File: src/coo_to_csr_builder_macros.svh
// ---------------------------------------------------------------------------
// coo_to_csr_builder assertion macros
// Shared concurrent assertion forms for the COO to CSR builder.
// ---------------------------------------------------------------------------
`ifndef COO_TO_CSR_BUILDER_MACROS_SVH
`define COO_TO_CSR_BUILDER_MACROS_SVH

// Same-cycle implication, disabled during reset.
`define CTC_ASSERT_NOW(label, clk, rst_n, pre, post) \
    label: assert property (@(posedge clk) disable iff (!rst_n) (pre) |-> (post)) \
        else $error("coo_to_csr_builder assertion failed");

// Next-cycle implication, disabled during reset.
`define CTC_ASSERT_NEXT(label, clk, rst_n, pre, post) \
    label: assert property (@(posedge clk) disable iff (!rst_n) (pre) |=> (post)) \
        else $error("coo_to_csr_builder assertion failed");

`endif

File: src/ctc_pkg.sv
// ---------------------------------------------------------------------------
// ctc_pkg
// Types and fixed field widths of the COO to CSR builder.
// ---------------------------------------------------------------------------
package ctc_pkg;

    localparam int VAL_W   = 64;
    localparam int GIDX_W  = 20;
    localparam int ROW_W   = 6;
    localparam int CCNT_W  = 21;
    localparam int IDX_W   = 13;
    localparam int KIND_W  = 2;
    localparam int CFG_IDX_W = 2;
    localparam int CFG_W   = 21;

    typedef enum logic [KIND_W-1:0] {
        KIND_PTR    = 2'd0,
        KIND_ENTRY  = 2'd1,
        KIND_REJECT = 2'd2
    } kind_t;

    localparam logic FUNC_INSERT = 1'b0;
    localparam logic FUNC_FINISH = 1'b1;

    localparam logic [CFG_IDX_W-1:0] REG_FIRST_ROW = 2'd0;
    localparam logic [CFG_IDX_W-1:0] REG_FIRST_COL = 2'd1;
    localparam logic [CFG_IDX_W-1:0] REG_ROW_COUNT = 2'd2;
    localparam logic [CFG_IDX_W-1:0] REG_COL_COUNT = 2'd3;

    typedef enum logic {
        ST_IDLE,
        ST_RUN
    } ctc_state_t;

    // controller to datapath
    typedef struct packed {
        logic accept;
        logic step;
    } ctc_cmd_t;

    // datapath to controller
    typedef struct packed {
        logic done;
        logic out_full;
    } ctc_status_t;

endpackage

File: src/ctc_in_if.sv
// ---------------------------------------------------------------------------
// ctc_in_if
// Input channel of the COO to CSR builder: insert or finish transactions.
// ---------------------------------------------------------------------------
interface ctc_in_if;
    logic                       valid;
    logic                       ready;
    logic                       func;
    logic [ctc_pkg::VAL_W-1:0]  value_bits;
    logic [ctc_pkg::GIDX_W-1:0] global_row;
    logic [ctc_pkg::GIDX_W-1:0] global_col;

    modport source (output valid, output func, output value_bits,
                    output global_row, output global_col, input ready);
    modport sink   (input valid, input func, input value_bits,
                    input global_row, input global_col, output ready);
endinterface

File: src/ctc_out_if.sv
// ---------------------------------------------------------------------------
// ctc_out_if
// Result channel of the COO to CSR builder: pointers, entries, rejects.
// ---------------------------------------------------------------------------
interface ctc_out_if;
    logic                       valid;
    logic                       ready;
    logic [ctc_pkg::KIND_W-1:0] kind;
    logic [ctc_pkg::IDX_W-1:0]  index;
    logic [ctc_pkg::GIDX_W-1:0] local_col;
    logic [ctc_pkg::VAL_W-1:0]  entry_value;
    logic [ctc_pkg::IDX_W-1:0]  row_pointer;
    logic                       last;

    modport source (output valid, output kind, output index, output local_col,
                    output entry_value, output row_pointer, output last,
                    input ready);
    modport sink   (input valid, input kind, input index, input local_col,
                    input entry_value, input row_pointer, input last,
                    output ready);
endinterface

File: src/ctc_ctrl.sv
// ---------------------------------------------------------------------------
// ctc_ctrl
// Controller: accepts transactions and paces the datapath one result a step.
// ---------------------------------------------------------------------------
module ctc_ctrl (
    input  logic                 clk,
    input  logic                 rst_n,
    input  logic                 in_valid,
    output logic                 in_ready,
    input  logic                 out_ready,
    input  ctc_pkg::ctc_status_t status,
    output ctc_pkg::ctc_cmd_t    cmd
);

    ctc_pkg::ctc_state_t state_reg;
    ctc_pkg::ctc_state_t state_next;
    logic                load_ok;

    // output register free, or being drained this cycle
    assign load_ok = !status.out_full || out_ready;

    always_ff @(posedge clk or negedge rst_n)
    begin
        if (!rst_n)
        begin
            state_reg <= ctc_pkg::ST_IDLE;
        end
        else
        begin
            state_reg <= state_next;
        end
    end

    always_comb
    begin
        state_next = state_reg;
        case (state_reg)
            ctc_pkg::ST_IDLE:
            begin
                if (in_valid)
                begin
                    state_next = ctc_pkg::ST_RUN;
                end
            end
            ctc_pkg::ST_RUN:
            begin
                if (load_ok && status.done && !in_valid)
                begin
                    state_next = ctc_pkg::ST_IDLE;
                end
            end
            default:
            begin
                state_next = ctc_pkg::ST_IDLE;
            end
        endcase
    end

    always_comb
    begin
        in_ready   = 1'b0;
        cmd.step   = 1'b0;
        case (state_reg)
            ctc_pkg::ST_IDLE:
            begin
                in_ready = 1'b1;
            end
            ctc_pkg::ST_RUN:
            begin
                cmd.step = load_ok;
                // take the next transaction as the last result goes out
                in_ready = load_ok && status.done;
            end
            default:
            begin
                in_ready = 1'b0;
            end
        endcase
        cmd.accept = in_valid && in_ready;
    end

endmodule

File: src/ctc_datapath.sv
// ---------------------------------------------------------------------------
// ctc_datapath
// Datapath: configuration, row and entry counters, result register.
// ---------------------------------------------------------------------------
module ctc_datapath #(
    parameter int MAX_ROWS    = 63,
    parameter int MAX_ENTRIES = 4096
) (
    input  logic                                clk,
    input  logic                                rst_n,
    input  logic                                cfg_we,
    input  logic [ctc_pkg::CFG_IDX_W-1:0]       cfg_index,
    input  logic [ctc_pkg::CFG_W-1:0]           cfg_wdata,
    input  logic                                func,
    input  logic [ctc_pkg::VAL_W-1:0]           value_bits,
    input  logic [ctc_pkg::GIDX_W-1:0]          global_row,
    input  logic [ctc_pkg::GIDX_W-1:0]          global_col,
    input  logic                                out_ready,
    input  ctc_pkg::ctc_cmd_t                   cmd,
    output ctc_pkg::ctc_status_t                status,
    output logic                                out_valid,
    output logic [ctc_pkg::KIND_W-1:0]          kind,
    output logic [ctc_pkg::IDX_W-1:0]           index,
    output logic [ctc_pkg::GIDX_W-1:0]          local_col,
    output logic [ctc_pkg::VAL_W-1:0]           entry_value,
    output logic [ctc_pkg::IDX_W-1:0]           row_pointer,
    output logic                                last
);

    localparam int CNT_W = $clog2(MAX_ENTRIES + 1);
    localparam int ROW_W = ctc_pkg::ROW_W;
    localparam int GW    = ctc_pkg::GIDX_W;
    localparam int IW    = ctc_pkg::IDX_W;

    // configuration
    logic [GW-1:0]               first_row_reg;
    logic [GW-1:0]               first_col_reg;
    logic [ROW_W-1:0]            row_count_reg;
    logic [ctc_pkg::CCNT_W-1:0]  col_count_reg;

    // latched transaction
    logic                        func_reg;
    logic [ctc_pkg::VAL_W-1:0]   value_reg;
    logic [GW-1:0]               grow_reg;
    logic [GW-1:0]               gcol_reg;

    // matrix state
    logic [ROW_W-1:0]            cur_row_reg;
    logic [CNT_W-1:0]            cnt_reg;

    // result register
    logic                        out_valid_reg;
    logic [ctc_pkg::KIND_W-1:0]  kind_reg;
    logic [IW-1:0]               index_reg;
    logic [GW-1:0]               lcol_reg;
    logic [ctc_pkg::VAL_W-1:0]   value_out_reg;
    logic [IW-1:0]               ptr_reg;
    logic                        last_reg;

    logic [ROW_W-1:0]            rows_eff;
    logic [GW-1:0]               row_off;
    logic [GW-1:0]               col_off;
    logic                        row_ok;
    logic                        col_ok;
    logic                        full;
    logic                        ok;
    logic [ROW_W-1:0]            lrow;
    logic                        past_end;
    logic                        fin_last;
    logic                        skip_row;
    logic                        done;
    logic                        emit;
    logic [IW+CNT_W-1:0]         cnt_ext;
    logic [IW-1:0]               cnt_idx;
    logic [IW+ROW_W-1:0]         row_ext;
    logic [IW-1:0]               row_idx;

    always_ff @(posedge clk or negedge rst_n)
    begin
        if (!rst_n)
        begin
            first_row_reg <= '0;
            first_col_reg <= '0;
            row_count_reg <= ROW_W'(63);
            col_count_reg <= ctc_pkg::CCNT_W'(1048576);
        end
        else if (cfg_we)
        begin
            case (cfg_index)
                ctc_pkg::REG_FIRST_ROW: first_row_reg <= cfg_wdata[GW-1:0];
                ctc_pkg::REG_FIRST_COL: first_col_reg <= cfg_wdata[GW-1:0];
                ctc_pkg::REG_ROW_COUNT: row_count_reg <= cfg_wdata[ROW_W-1:0];
                ctc_pkg::REG_COL_COUNT: col_count_reg <= cfg_wdata[ctc_pkg::CCNT_W-1:0];
                default: ;
            endcase
        end
    end

    always_ff @(posedge clk)
    begin
        if (cmd.accept)
        begin
            func_reg  <= func;
            value_reg <= value_bits;
            grow_reg  <= global_row;
            gcol_reg  <= global_col;
        end
    end

    // classify the held transaction
    always_comb
    begin
        rows_eff = (row_count_reg > ROW_W'(MAX_ROWS)) ? ROW_W'(MAX_ROWS) : row_count_reg;
        row_off  = grow_reg - first_row_reg;
        col_off  = gcol_reg - first_col_reg;
        row_ok   = (grow_reg >= first_row_reg)
                   && (row_off < {{(GW-ROW_W){1'b0}}, rows_eff});
        col_ok   = (gcol_reg >= first_col_reg) && ({1'b0, col_off} < col_count_reg);
        full     = cnt_reg >= CNT_W'(MAX_ENTRIES);
        ok       = row_ok && col_ok && !full;
        lrow     = row_off[ROW_W-1:0];
        past_end = cur_row_reg > rows_eff;
        fin_last = cur_row_reg == rows_eff;
        skip_row = cur_row_reg < lrow;
        cnt_ext  = {{IW{1'b0}}, cnt_reg};
        cnt_idx  = cnt_ext[IW-1:0];
        row_ext  = {{IW{1'b0}}, cur_row_reg};
        row_idx  = row_ext[IW-1:0];
        if (func_reg == ctc_pkg::FUNC_FINISH)
        begin
            done = past_end || fin_last;
            emit = !past_end;
        end
        else
        begin
            done = !ok || !skip_row;
            emit = 1'b1;
        end
    end

    always_ff @(posedge clk or negedge rst_n)
    begin
        if (!rst_n)
        begin
            cur_row_reg <= '0;
            cnt_reg     <= '0;
        end
        else if (cmd.step)
        begin
            if (func_reg == ctc_pkg::FUNC_FINISH)
            begin
                if (done)
                begin
                    cur_row_reg <= '0;
                    cnt_reg     <= '0;
                end
                else
                begin
                    cur_row_reg <= cur_row_reg + 1'b1;
                end
            end
            else if (ok)
            begin
                if (skip_row)
                begin
                    cur_row_reg <= cur_row_reg + 1'b1;
                end
                else
                begin
                    cnt_reg <= cnt_reg + 1'b1;
                end
            end
        end
    end

    always_ff @(posedge clk or negedge rst_n)
    begin
        if (!rst_n)
        begin
            out_valid_reg <= 1'b0;
        end
        else if (cmd.step && emit)
        begin
            out_valid_reg <= 1'b1;
        end
        else if (out_ready)
        begin
            out_valid_reg <= 1'b0;
        end
    end

    always_ff @(posedge clk)
    begin
        if (cmd.step && emit)
        begin
            last_reg <= done;
            if (func_reg == ctc_pkg::FUNC_FINISH || (ok && skip_row))
            begin
                kind_reg      <= ctc_pkg::KIND_PTR;
                index_reg     <= row_idx;
                lcol_reg      <= '0;
                value_out_reg <= '0;
                ptr_reg       <= cnt_idx;
            end
            else if (ok)
            begin
                kind_reg      <= ctc_pkg::KIND_ENTRY;
                index_reg     <= cnt_idx;
                lcol_reg      <= col_off;
                value_out_reg <= value_reg;
                ptr_reg       <= '0;
            end
            else
            begin
                kind_reg      <= ctc_pkg::KIND_REJECT;
                index_reg     <= cnt_idx;
                lcol_reg      <= '0;
                value_out_reg <= '0;
                ptr_reg       <= '0;
            end
        end
    end

    assign status.done     = done;
    assign status.out_full = out_valid_reg;
    assign out_valid       = out_valid_reg;
    assign kind            = kind_reg;
    assign index           = index_reg;
    assign local_col       = lcol_reg;
    assign entry_value     = value_out_reg;
    assign row_pointer     = ptr_reg;
    assign last            = last_reg;

endmodule

File: src/coo_to_csr_builder.sv
// ---------------------------------------------------------------------------
// coo_to_csr_builder
// Streams row-ordered COO entries out as CSR row pointers and entries.
// ---------------------------------------------------------------------------
// Usage:
//   entries: valid/ready channel; func selects insert (entry with value,
//     global row and column) or finish (close the matrix). A transaction
//     is taken when valid and ready are both high.
//   results: valid/ready channel; each result is a row end pointer, a
//     stored entry or a rejected entry; last marks the final result of the
//     transaction that caused it. A finish past the row count emits nothing.
//   cfg: write enable, register index and data; write only while idle.
// Timing: a transaction is latched into the datapath at acceptance and then
//   emits one result per cycle, while the receiver does not stall, into a
//   single output register. The next item is taken in the cycle its
//   predecessor's last result loads, giving one single-result item per
//   cycle while the receiver does not stall. Skipped rows and finish sweeps
//   emit one pointer per step, paced by the row counter.
// Reset clears the counters and the result valid flag and returns the
// configuration to its defaults.
// A stalled receiver holds the result register and freezes the sweep.
// ---------------------------------------------------------------------------
`include "coo_to_csr_builder_macros.svh"

module coo_to_csr_builder #(
    parameter int MAX_ROWS    = 63,
    parameter int MAX_ENTRIES = 4096
) (
    input  logic                            clk,
    input  logic                            rst_n,
    input  logic                            cfg_we,
    input  logic [ctc_pkg::CFG_IDX_W-1:0]   cfg_index,
    input  logic [ctc_pkg::CFG_W-1:0]       cfg_wdata,
    ctc_in_if.sink                          entries,
    ctc_out_if.source                       results
);

    ctc_pkg::ctc_cmd_t    cmd;
    ctc_pkg::ctc_status_t status;

    // sequence transactions and pace result steps
    ctc_ctrl u_ctrl (
        .clk       (clk),
        .rst_n     (rst_n),
        .in_valid  (entries.valid),
        .in_ready  (entries.ready),
        .out_ready (results.ready),
        .status    (status),
        .cmd       (cmd)
    );

    // hold configuration, counters and the result register
    ctc_datapath #(
        .MAX_ROWS    (MAX_ROWS),
        .MAX_ENTRIES (MAX_ENTRIES)
    ) u_datapath (
        .clk         (clk),
        .rst_n       (rst_n),
        .cfg_we      (cfg_we),
        .cfg_index   (cfg_index),
        .cfg_wdata   (cfg_wdata),
        .func        (entries.func),
        .value_bits  (entries.value_bits),
        .global_row  (entries.global_row),
        .global_col  (entries.global_col),
        .out_ready   (results.ready),
        .cmd         (cmd),
        .status      (status),
        .out_valid   (results.valid),
        .kind        (results.kind),
        .index       (results.index),
        .local_col   (results.local_col),
        .entry_value (results.entry_value),
        .row_pointer (results.row_pointer),
        .last        (results.last)
    );

    // a transaction taken mid-item only while the previous item finishes
    `CTC_ASSERT_NOW(a_accept_on_done, clk, rst_n, cmd.accept && cmd.step, status.done)
    // an unfinished step always loads a pointer
    `CTC_ASSERT_NEXT(a_step_loads, clk, rst_n, cmd.step && !status.done, results.valid)
    // a reject is always the only result of its transaction
    `CTC_ASSERT_NOW(a_reject_last, clk, rst_n,
        results.valid && (results.kind == ctc_pkg::KIND_REJECT), results.last)

endmodule
File: src/flat_wrapper.sv
// flat-port wrapper written by rule: the top's interface ports become plain ports
module coo_to_csr_builder_flat 
#(
    parameter int MAX_ROWS    = 63,
    parameter int MAX_ENTRIES = 4096
)
  (clk, rst_n, cfg_we, cfg_index, cfg_wdata, entries_valid, entries_func, entries_value_bits, entries_global_row, entries_global_col, entries_ready, results_valid, results_kind, results_index, results_local_col, results_entry_value, results_row_pointer, results_last, results_ready);
  ctc_in_if entries_i ();
  ctc_out_if results_i ();
  input  logic clk;
  input  logic rst_n;
  input  logic cfg_we;
  input  logic [ctc_pkg::CFG_IDX_W-1:0] cfg_index;
  input  logic [ctc_pkg::CFG_W-1:0] cfg_wdata;
  input wire logic [$bits(entries_i.valid)-1:0] entries_valid;
  input wire logic [$bits(entries_i.func)-1:0] entries_func;
  input wire logic [$bits(entries_i.value_bits)-1:0] entries_value_bits;
  input wire logic [$bits(entries_i.global_row)-1:0] entries_global_row;
  input wire logic [$bits(entries_i.global_col)-1:0] entries_global_col;
  output wire logic [$bits(entries_i.ready)-1:0] entries_ready;
  output wire logic [$bits(results_i.valid)-1:0] results_valid;
  output wire logic [$bits(results_i.kind)-1:0] results_kind;
  output wire logic [$bits(results_i.index)-1:0] results_index;
  output wire logic [$bits(results_i.local_col)-1:0] results_local_col;
  output wire logic [$bits(results_i.entry_value)-1:0] results_entry_value;
  output wire logic [$bits(results_i.row_pointer)-1:0] results_row_pointer;
  output wire logic [$bits(results_i.last)-1:0] results_last;
  input wire logic [$bits(results_i.ready)-1:0] results_ready;
  assign entries_i.valid = entries_valid;
  assign entries_i.func = entries_func;
  assign entries_i.value_bits = entries_value_bits;
  assign entries_i.global_row = entries_global_row;
  assign entries_i.global_col = entries_global_col;
  assign entries_ready = entries_i.ready;
  assign results_valid = results_i.valid;
  assign results_kind = results_i.kind;
  assign results_index = results_i.index;
  assign results_local_col = results_i.local_col;
  assign results_entry_value = results_i.entry_value;
  assign results_row_pointer = results_i.row_pointer;
  assign results_last = results_i.last;
  assign results_i.ready = results_ready;
  coo_to_csr_builder #(.MAX_ROWS(MAX_ROWS), .MAX_ENTRIES(MAX_ENTRIES)) u_core (.clk(clk), .rst_n(rst_n), .cfg_we(cfg_we), .cfg_index(cfg_index), .cfg_wdata(cfg_wdata), .entries(entries_i), .results(results_i));
endmodule
File: config.mk
export PLATFORM = sky130hd
export DESIGN_NAME = coo_to_csr_builder_flat
export DESIGN_NICKNAME = d
export VERILOG_FILES = /design/src/ctc_pkg.sv /design/src/ctc_in_if.sv /design/src/ctc_out_if.sv /design/src/ctc_ctrl.sv /design/src/ctc_datapath.sv /design/src/coo_to_csr_builder.sv /design/src/flat_wrapper.sv
export VERILOG_INCLUDE_DIRS = /design/src /design/src/src
export SDC_FILE = /design/constraint.sdc
export NUM_CORES = 1
export LEC_CHECK = 0
export CORE_MARGIN = 2
export CORE_UTILIZATION = 55
export DETAILED_ROUTE_END_ITERATION = 7
export DONT_BUFFER_PORTS = 1
export GPL_ROUTABILITY_DRIVEN = 0
export PLACE_DENSITY = 0.72
export SLEW_MARGIN = 40
export SYNTH_ARGS = -nofsm -noshare
export SYNTH_HDL_FRONTEND = slang
export SYNTH_SLANG_ARGS = --single-unit
export TNS_END_PERCENT = 20
File: constraint.sdc
create_clock -name clk -period 12.8 [get_ports clk]
set_input_delay 1.92 -clock clk [delete_from_list [all_inputs] [get_ports clk]]
set_output_delay 1.92 -clock clk [all_outputs]
set_load 0.05 [all_outputs]
==> run_results.csv <==
group,metric,value,unit
global_routing,grt_usage,21.50,%
place,dp_cells,1443,
worst_setup_path,r2r_start,"u_core.u_datapath.gcol_reg[1]$_DFFE_PP_",
global_routing,grt_max_degree,89,
place,place_ws,5.000,ns
detailed_routing,post-route-drc-count,0,
detailed_routing,drtIter0Drc,624,
global_routing,antenna_found_initial,1,
outcome,outcome,"finished, final reports clean",
synth,synth-main-ff-cell,"edfxtp_1",
floorplanning,die_width,165.4,um
synth,synth_enable_flop_cells,218,
global_routing,grt_pass1_wl,45590,um
cells_and_area,nNetsFinal,1354,
cells_and_area,drive_above_1_share,13.05,%
synth,ys_types,76,
pwr,p_int,0.002358,W
floorplanning,dieHeight,165.4,um
synth,synth_cells,1130,
synth,synth_top_cell_by_area,"edfxtp_1",
clocking,path_clk_slew,0.06,ns
worst_setup_path,critPathRequiredTime,10.88,ns
pwr,p_sw,0.001706,W
clocking,numCtsBuffers,31,
detailed_routing,ant_nets,0,
cells_and_area,stdcell_count,1501,
detailed_routing,via_per_inst,5.737,
worst_setup_path,critPathCaptureType,"output pin",
clocking,cts.path.max_buffers,3,
clocking,cts_tree,"yes",
pwr,p_clk_share,21.8,%
timing,min_period,8.394,ns
cells_and_area,fillCellCount,2001,
synth,netlist_area,14330,um2
clocking,hold_buffers,0,
clocking,postCtsSetupBuffers,0,
synth,ys_seq_area_share,61.13,%
timing,setup_viol,0,
timing,finalHoldWorstSlack,0.5059,ns
timing,drv_slew,0,
detailed_routing,dr.pass1.iters,6,
hold_path,whs_endpoint,"u_core.u_datapath.first_col_reg[11]$_DFFE_PN0P_",
pwr,comb_power_share,27.2,%
synth,syn_nets,1343,
clocking,ctsResizeCount,0,
floorplanning,core_area,25840,um2
synth,async_flop_share,28.76,%
pwr,powerDensity,257.4,nW/um2
global_routing,overflow,0,
flow_run,maxCapViolations,0,
hold_path,hold_depth,1,
pwr,power_leakage,6.384,nW
detailed_routing,route.vias.total,8611,
worst_setup_path,crit_type,"flip-flop to output pin",
worst_setup_path,path_max_fanout,25,
hold_path,min_from,"u_core.u_datapath.first_col_reg[11]$_DFFE_PN0P_",
pwr,swShare,41.98,%
global_routing,grt_pass1_vias,8315,
synth,synth_area_leaders,"edfxtp_1 46%, dfrtp_1 14%, ha_1 6.8%",
floorplanning,initial_utilization,55.45,%
synth,yosysMostFrequentCell,"edfxtp_1",
timing,period_share,65.57,%
floorplanning,num_io_pins,248,
floorplanning,dieArea,27360,um2
place,hpwlAfterDp,21850,um
synth,ys_ff_latch,306,
synth,ys.warnings.count,0,
timing,clock-skew-final,0.02117,ns
floorplanning,fp-row-count,59,
worst_setup_path,start_kind,"flip-flop",
clocking,cts-root-buf,"clkbuf_16",
clocking,cts_num_sinks,306,
detailed_routing,finalWirelength,30120,um
pwr,p_seq_share,51.0,%
cells_and_area,synthToLayoutAreaGrowth,10.21,%
worst_setup_path,r2r-end,"u_core.u_datapath.gcol_reg[1]$_DFFE_PP_",
worst_setup_path,r2r_setup_slack,6.31,ns
worst_setup_path,worstRegToRegCells,21,
detailed_routing,post_drt_wl_per_cell,20.06,um
worst_setup_path,worst_ep_arrival_time,6.47,ns
timing,grt_setup_unrepaired,"no",
place,io_buffers,0,
pwr,vdd_ir_drop_max,0.1733,mV
timing,clock.fmax,0.1191,GHz
timing,setup-tns-final,0,ns
timing,tightestPinTransition,0.7697,ns
timing,slew_headroom,48.69,%
synth,synthTopCellsByCount,"218 x edfxtp_1, 101 x inv_1, 87 x and2_1",
clocking,cts_htree_levels,1,
clocking,clock_latency,0.56,ns
timing,hold_violations,0,
synth,syn_area_per_cell,12.68,um2
timing,finalWorstSetupSlack,4.407,ns
hold_path,hold_class,"flip-flop to flip-flop",
synth,synth_top_area_share,45.69,%
power groups by stage:
stage               clock [W]  combinational, W  sequential (W)
floorplan                   0          0.000819         0.00210
global placement            0           0.00105         0.00208
detailed placement          0           0.00110         0.00209
CTS                  0.000907           0.00111         0.00207
global route         0.000949           0.00123         0.00210
finish               0.000885           0.00111         0.00207
per-stage QoR:
stage	util, %	total power, W	instance area, um2
3_3_place_gp	56.84	0.003130	14690
6_report	61.11	0.004063	15790
3_5_place_dp	57.20	0.003187	14780
4_1_cts	61.10	0.004086	15790
5_1_grt	61.10	0.004286	15790
2_1_floorplan	-	0.002920	14330
cell type report:
| type | count | area (um2) | area share, % |
|---|---|---|---|
| Clock inverter | 18 | 182.7 | 1.157 |
| Antenna cell | 1 | 2.502 | 0.01585 |
| Multi-Input combinational cell | 687 | 5077 | 32.16 |
| Clock buffer | 39 | 825.8 | 5.230 |
| Tap cell | 335 | 419.2 | 2.655 |
| Timing Repair Buffer | 13 | 141.4 | 0.8955 |
| Inverter | 102 | 382.9 | 2.425 |
| Sequential cell | 306 | 8757 | 55.46 |
cell families after synthesis:
family,share of synthesized area [%]
AND/OR/NAND/NOR,11.92
flip-flops,61.13
AO/OA/AOI/OAI,10.32
buffers and inverters,3.747
adder cells (fa/ha/maj),7.092
multiplexers,4.507
XOR/XNOR,1.284
metal layers:
layer / up-vias / routed length (um) / global-route usage (%)
met3: 53 / 2053 / 5.220
met5: - / 0 / 0
li1: 4154 / - / -
met2: 282 / 15260 / 37.48
met1: 4122 / 12110 / 27.06
met4: 0 / 699 / 5.368
worst max path at each step:
| stage | from | endpoint | slack, ns | depth (start not counted) |
|---|---|---|---|---|
| floorplan | u_core.u_datapath.gcol_reg[1]$_DFFE_PP_ | u_core.u_datapath.func_reg$_DFFE_PP_ | 0.73 | 18 |
| global placement | u_core.u_datapath.gcol_reg[1]$_DFFE_PP_ | entries_ready | 5.14 | 19 |
| detailed placement | u_core.u_datapath.gcol_reg[1]$_DFFE_PP_ | entries_ready | 5.00 | 19 |
| CTS | u_core.u_datapath.gcol_reg[1]$_DFFE_PP_ | entries_ready | 4.38 | 19 |
| global route | u_core.u_datapath.gcol_reg[1]$_DFFE_PP_ | entries_ready | 3.94 | 19 |
| finish | u_core.u_datapath.gcol_reg[1]$_DFFE_PP_ | entries_ready | 4.41 | 19 |
cells in the final DEF (no fill, tap or decap), types with 7 or more instances in the layout:
master / instances
xor2_1: 11
nor4_1: 7
buf_4: 9
and2_1: 87
nand4_1: 12
dfrtp_1: 81
inv_1: 101
a21o_1: 25
nor2_1: 44
ha_1: 78
o21ai_0: 53
a211oi_1: 8
a21oi_1: 42
and3_1: 18
nor2b_1: 10
o31ai_1: 8
xnor2_1: 10
edfxtp_1: 218
nand2_1: 58
dfstp_2: 7
nor3_1: 18
mux2_2: 52
o21a_1: 7
a31oi_1: 11
clkbuf_16: 31
nand3_1: 17
critical path, stage by stage (launching register included):
cell	delay (ns)
edfxtp_1	0.43
ha_1	0.31
nor2b_1	0.15
o21ai_0	0.11
a21boi_0	0.36
o31ai_1	0.16
a311oi_1	0.53
a2111oi_0	0.26
or4b_2	0.67
nand3_1	0.12
ha_1	0.25
nand4b_1	0.10
nor2_1	0.06
o21a_1	0.13
or3_1	0.42
o41ai_4	0.38
buf_4	0.30
inv_2	0.22
o31ai_1	0.52
nand2_1	0.44
(Power assumes the default switching activity.)
